$ cat src/sv/btpf_pkg.sv
// Package for the background tile pixel fetch block.
// Holds the item structs, the controller/datapath link structs and fixed constants.
// No dependencies.
package btpf_pkg;

    // Video memory geometry: two byte-wide banks (even / odd byte) of words
    localparam int VRAM_BYTES = 8192;
    localparam int VRAM_AW    = $clog2(VRAM_BYTES);
    localparam int WORD_AW    = VRAM_AW - 1;

    // Configuration port
    localparam int CFG_IDX_W  = 3;
    localparam int CFG_DATA_W = 8;

    localparam logic [CFG_IDX_W-1:0] CFG_SCROLL_X  = 3'd0;
    localparam logic [CFG_IDX_W-1:0] CFG_SCROLL_Y  = 3'd1;
    localparam logic [CFG_IDX_W-1:0] CFG_MAP_SEL   = 3'd2;
    localparam logic [CFG_IDX_W-1:0] CFG_TILE_SEL  = 3'd3;
    localparam logic [CFG_IDX_W-1:0] CFG_PALETTE   = 3'd4;

    // Item opcodes
    localparam logic OP_WRITE = 1'b0;
    localparam logic OP_PIXEL = 1'b1;

    // Both tile maps live at 0x1800 + map_select * 0x400: top two address bits set
    localparam logic [1:0] MAP_PREFIX = 2'b11;

    typedef struct packed {
        logic               opcode;
        logic [VRAM_AW-1:0] vram_address;
        logic [7:0]         write_data;
        logic [7:0]         screen_row;
        logic [7:0]         screen_column;
    } in_item_t;

    typedef struct packed {
        logic [1:0] color;
        logic [7:0] pixel_row;
        logic [7:0] pixel_column;
    } out_item_t;

    // Controller to datapath
    typedef struct packed {
        logic clear;      // clearing pass: zero one word of both banks
        logic write_en;   // store the accepted write item
        logic map_rd;     // capture the pixel request and read its map entry
        logic tile_rd;    // read both bitplane bytes of the tile line
        logic result_ld;  // form the color and load the result register
    } ctrl_cmd_t;

    // Datapath to controller
    typedef struct packed {
        logic clear_last; // clearing pass is at its final word
    } dp_status_t;

endpackage

$ cat src/sv/btpf_ctrl.sv
// Controller state machine for the background tile pixel fetch block.
// Sequences the clearing pass and the map / tile reads; depends on btpf_pkg.
module btpf_ctrl
    import btpf_pkg::*;
#(
    parameter int SCREEN_WIDTH  = 160,
    parameter int SCREEN_HEIGHT = 144
)
(
    input  logic       clk,
    input  logic       rst_n,
    input  logic       start,
    input  logic       opcode,
    input  logic [7:0] screen_row,
    input  logic [7:0] screen_column,
    input  dp_status_t status,
    output ctrl_cmd_t  cmd,
    output logic       busy
);

    typedef enum logic [3:0] {
        ST_CLEAR = 4'b0001,
        ST_IDLE  = 4'b0010,
        ST_TILE  = 4'b0100,
        ST_DONE  = 4'b1000
    } state_t;

    state_t state_reg;
    state_t state_next;

    logic accept;
    logic on_screen;

    assign accept    = start && (state_reg == ST_IDLE);
    assign on_screen = ({1'b0, screen_row} < 9'(SCREEN_HEIGHT))
                    && ({1'b0, screen_column} < 9'(SCREEN_WIDTH));

    always_comb
    begin
        state_next = state_reg;
        case (state_reg)
            ST_CLEAR:
            begin
                if (status.clear_last)
                begin
                    state_next = ST_IDLE;
                end
            end
            ST_IDLE:
            begin
                if (accept && (opcode == OP_PIXEL) && on_screen)
                begin
                    state_next = ST_TILE;
                end
            end
            ST_TILE:  state_next = ST_DONE;
            ST_DONE:  state_next = ST_IDLE;
            default:  state_next = ST_CLEAR;
        endcase
    end

    always_ff @(posedge clk or negedge rst_n)
    begin
        if (!rst_n)
        begin
            state_reg <= ST_CLEAR;
        end
        else
        begin
            state_reg <= state_next;
        end
    end

    assign cmd.clear     = (state_reg == ST_CLEAR);
    assign cmd.write_en  = accept && (opcode == OP_WRITE);
    assign cmd.map_rd    = accept && (opcode == OP_PIXEL) && on_screen;
    assign cmd.tile_rd   = (state_reg == ST_TILE);
    assign cmd.result_ld = (state_reg == ST_DONE);
    assign busy          = (state_reg != ST_IDLE);

    // A map read is always followed by the dependent tile read, then the result
    a_map_then_tile: assert property (@(posedge clk) disable iff (!rst_n)
        cmd.map_rd |=> cmd.tile_rd)
        else $error("tile read did not follow map read");

    a_tile_then_result: assert property (@(posedge clk) disable iff (!rst_n)
        cmd.tile_rd |=> cmd.result_ld && !busy == 1'b0)
        else $error("result load did not follow tile read");

    // Nothing is stored while the clearing pass still owns the memory
    a_no_write_in_clear: assert property (@(posedge clk) disable iff (!rst_n)
        cmd.clear |-> !cmd.write_en && !cmd.map_rd)
        else $error("item taken during clearing pass");

endmodule

$ cat config.mk
export PLATFORM = sky130hd
export DESIGN_NAME = btpf_ctrl
export DESIGN_NICKNAME = d
export VERILOG_FILES = /design/src/sv/btpf_pkg.sv /design/src/sv/btpf_ctrl.sv
export SDC_FILE = /design/constraint.sdc
export NUM_CORES = 1
export LEC_CHECK = 0
export BUFFER_PORTS_ARGS = -buffer_cell sky130_fd_sc_hd__buf_2
export CORE_AREA = 4 4 41 43
export DETAILED_ROUTE_END_ITERATION = 10
export DIE_AREA = 0 0 45 47
export GPL_TIMING_DRIVEN = 0
export MAX_ROUTING_LAYER = met4
export PLACE_DENSITY_LB_ADDON = 0.1
export SLEW_MARGIN = 20
export SYNTH_ARGS = -nofsm -noshare
export SYNTH_HDL_FRONTEND = slang
export SYNTH_SLANG_ARGS = --single-unit
$ cat constraint.sdc
create_clock -name clk -period 1.3 [get_ports clk]
set_input_delay 0 -clock clk [delete_from_list [all_inputs] [get_ports clk]]
set_output_delay 0 -clock clk [all_outputs]
set_load 0.005 [all_outputs]
==> reports/results.txt <==
status - completed
Die Area - 2120 sq um
Routed WL - 779 um
antenna violations before repair - 0
top cells by area, synth - dfrtp_1 27%, dfstp_2 9.3%, nor2_1 6.6%
Post-synth EDFFs - 0
synthesized cell area - 283 sq um
Final Skew - 0.0123 ns
H-tree levels - 1
first-pass GRT wire length - 1110 um
syn avg cell area - 9.12 sq um
RSZ-0062 raised after global routing - yes
post-synthesis sequential area ratio - 35.8%
post-synth top area share - 26.5%
Clk pwr share - 24.0%
Fill cells - 152
FF+latch area - 103 sq um
count of final hold-check violations - 0
Max Fclk - 807 MHz
total grt overflow - 0
register share of total power - 31.7%
synth warn - 0
GR Util met2 - 12.7%
WL/cell - 11.3 um
slack of the critical path - 0.0608 ns
Gate power share - 44.3%
Reg clk slew, reported paths - 0.05 ns
CTS Sinks - 4
Most Crowded Layer GR - met2
proportion of layout cells with a drive suffix above 1 - 51.9%
Leak - 0.219 nW
CP Launch Type - flip-flop
Worst Hold Class - primary input to flip-flop
switching share of power - 33.0%
FFs w/ async S/R, synth - 100%
initial drt markers - 5
IO Port Bufs - 17
DR vias - 310
grt met1 use - 7.80%
max reg flops - 4
required time of the critical path - 1.30 ns
Crit Path Class - flip-flop to output port
Clk Latency, worst-skew pair - 0.24 ns
DRT Pass-1 Iters - 3
Worst Hold Depth - 3
Post-DRT Antenna Nets - 0
most instantiated library cell after synthesis - nor2_1
P_sw - 234 uW
Placer Congestion - 0.683
number of nets in the layout - 76
vias in the first global route - 301
Slew Viols, Final - 0
leading area contributor after synthesis - dfrtp_1
I/O pin count - 27
root buffer cell - clkbuf_4
worst-margin pin slew - 0.211 ns
pre-CTS setup slack - 0.0646 ns
die width - 45 um
Cell Pwr Density - 1550 nW/um^2
met3 GRT Util - 0%
pin count of the biggest net entering global routing - 11
Die Y - 47 um
deepest clock path buffer count - 2
period utilization - 95.3%
Core Region - 1300 sq um
synth cell count leaders - 5 x nor2_1, 3 x dfrtp_1
Area growth, synth to finish - 61.5%
TritonCTS clock tree - built
Max VDD drop - 0.438 mV
Site Rows - 13
P_int - 474 uW
total power - 708 uW
footprint of the multi-input gates - 179 sq um
slew margin rel. - 85.7%
clock buffer count from CTS - 3
crit path max fanout - 10
# setup viols final - 0
fin util - 35.1%
Synth cell types - 19
Detailed Place HPWL - 581 um
Starting Density - 21.7%
critical path endpoint category - output port
cell count after synthesis - 31
Yosys reg bits - 4
Max-Cap Viols - 0
Worst Reg2Reg Path Length in Cells - 3
Synthesized Nets - 52
# DRC - 0
diode count - 0
WP data arrival - 1.24 ns
drt via density - 4.49
min cycle time layout - 1.24 ns
Tot GR Track Use - 7.94%
ys flop type - dfrtp_1
-- worst max-delay path: stages (launching register included) --
cell      delay, ns
dfrtp_1        0.33
buf_2          0.23
nand4b_1       0.18
nor2_1         0.14
buf_2          0.12
-- logic make-up after synthesis --
group	synth area share (%)
AO/OA/AOI/OAI	16.8
XOR/XNOR	9.29
buffers and inverters	8.85
flip-flops	35.8
AND/OR/NAND/NOR	29.2
-- layout by cell type (no fill, tap or decap) --
cell type	Yosys	layout
a2bb2oi_1	1	1
and4bb_1	1	1
buf_2	2	18
buf_4	0	2
buf_6	1	1
clkbuf_1	0	1
clkbuf_4	0	3
dfrtp_1	3	2
dfrtp_2	0	1
dfstp_2	1	1
dlygate4sd3_1	0	1
inv_1	1	1
nand3_1	1	1
nand3b_1	1	1
nand4b_1	1	1
nor2_1	5	4
nor2_4	0	1
nor4_1	2	2
nor4b_1	2	1
nor4b_4	0	1
o21ai_0	2	2
o21ai_1	2	2
o221a_1	1	1
o31ai_1	1	1
xnor2_1	2	2
xor2_1	1	1
-- final timing paths --
| check | from | end | slack [ns] |
|---|---|---|---|
| max | state_reg[1] | cmd[2] | 0.06 |
| min | opcode | state_reg[2] | 0.07 |
| max reg2reg | state_reg[0] | state_reg[1] | 0.14 |
| min reg2reg | state_reg[0] | state_reg[0] | 0.58 |
| max in group asynchronous | rst_n | state_reg[0] | 0.99 |
| min in group asynchronous | rst_n | state_reg[3] | 0.09 |
-- metal layers --
layer / part of all wire [%] / vias to the layer above
met1: 43 / 140
li1: - / 159
met4: 2.7 / 0
met3: 3.2 / 2
met5: 0 / -
met2: 51 / 9
-- power by group through the flow --
stage	logic (mW)	clock network, mW	registers (mW)
floorplan	0.236	0	0.178
global placement	0.320	0	0.180
detailed placement	0.321	0	0.183
CTS	0.275	0.179	0.222
global route	0.353	0.180	0.232
finish	0.314	0.170	0.225
-- metrics by stage --
step,instance area [sq um],instances,hold slack (ns),TNS [ns]
3_5_place_dp,387,63,-0.192,0
6_report,457,69,0.0698,0
5_1_grt,457,69,0.0934,-0.0193
4_1_cts,420,67,0.0656,0
3_3_place_gp,387,63,-0.195,0
2_1_floorplan,283,31,-0.296,0
-- layout make-up --
type / instances / area share, %
plain buffers: 2 / 3.56
inverters: 1 / 0.822
clock buffers: 4 / 5.75
well taps: 15 / 4.11
repair buffers: 20 / 24.1
flip-flops and latches: 4 / 22.5
multi-input cells: 23 / 39.2
-- what timing repair did --
| item | in CTS | in global routing |
|---|---|---|
| pin swaps | 2 | 3 |
| gates resized for setup | 1 | 4 |
| setup buffers | 0 | 2 |
| hold endpoints to repair | 4 | 0 |
| hold buffers | 1 | 0 |
| endpoints found under the setup margin | 2 | 3 |
No activity file was read; power rests on OpenSTA's default activity.
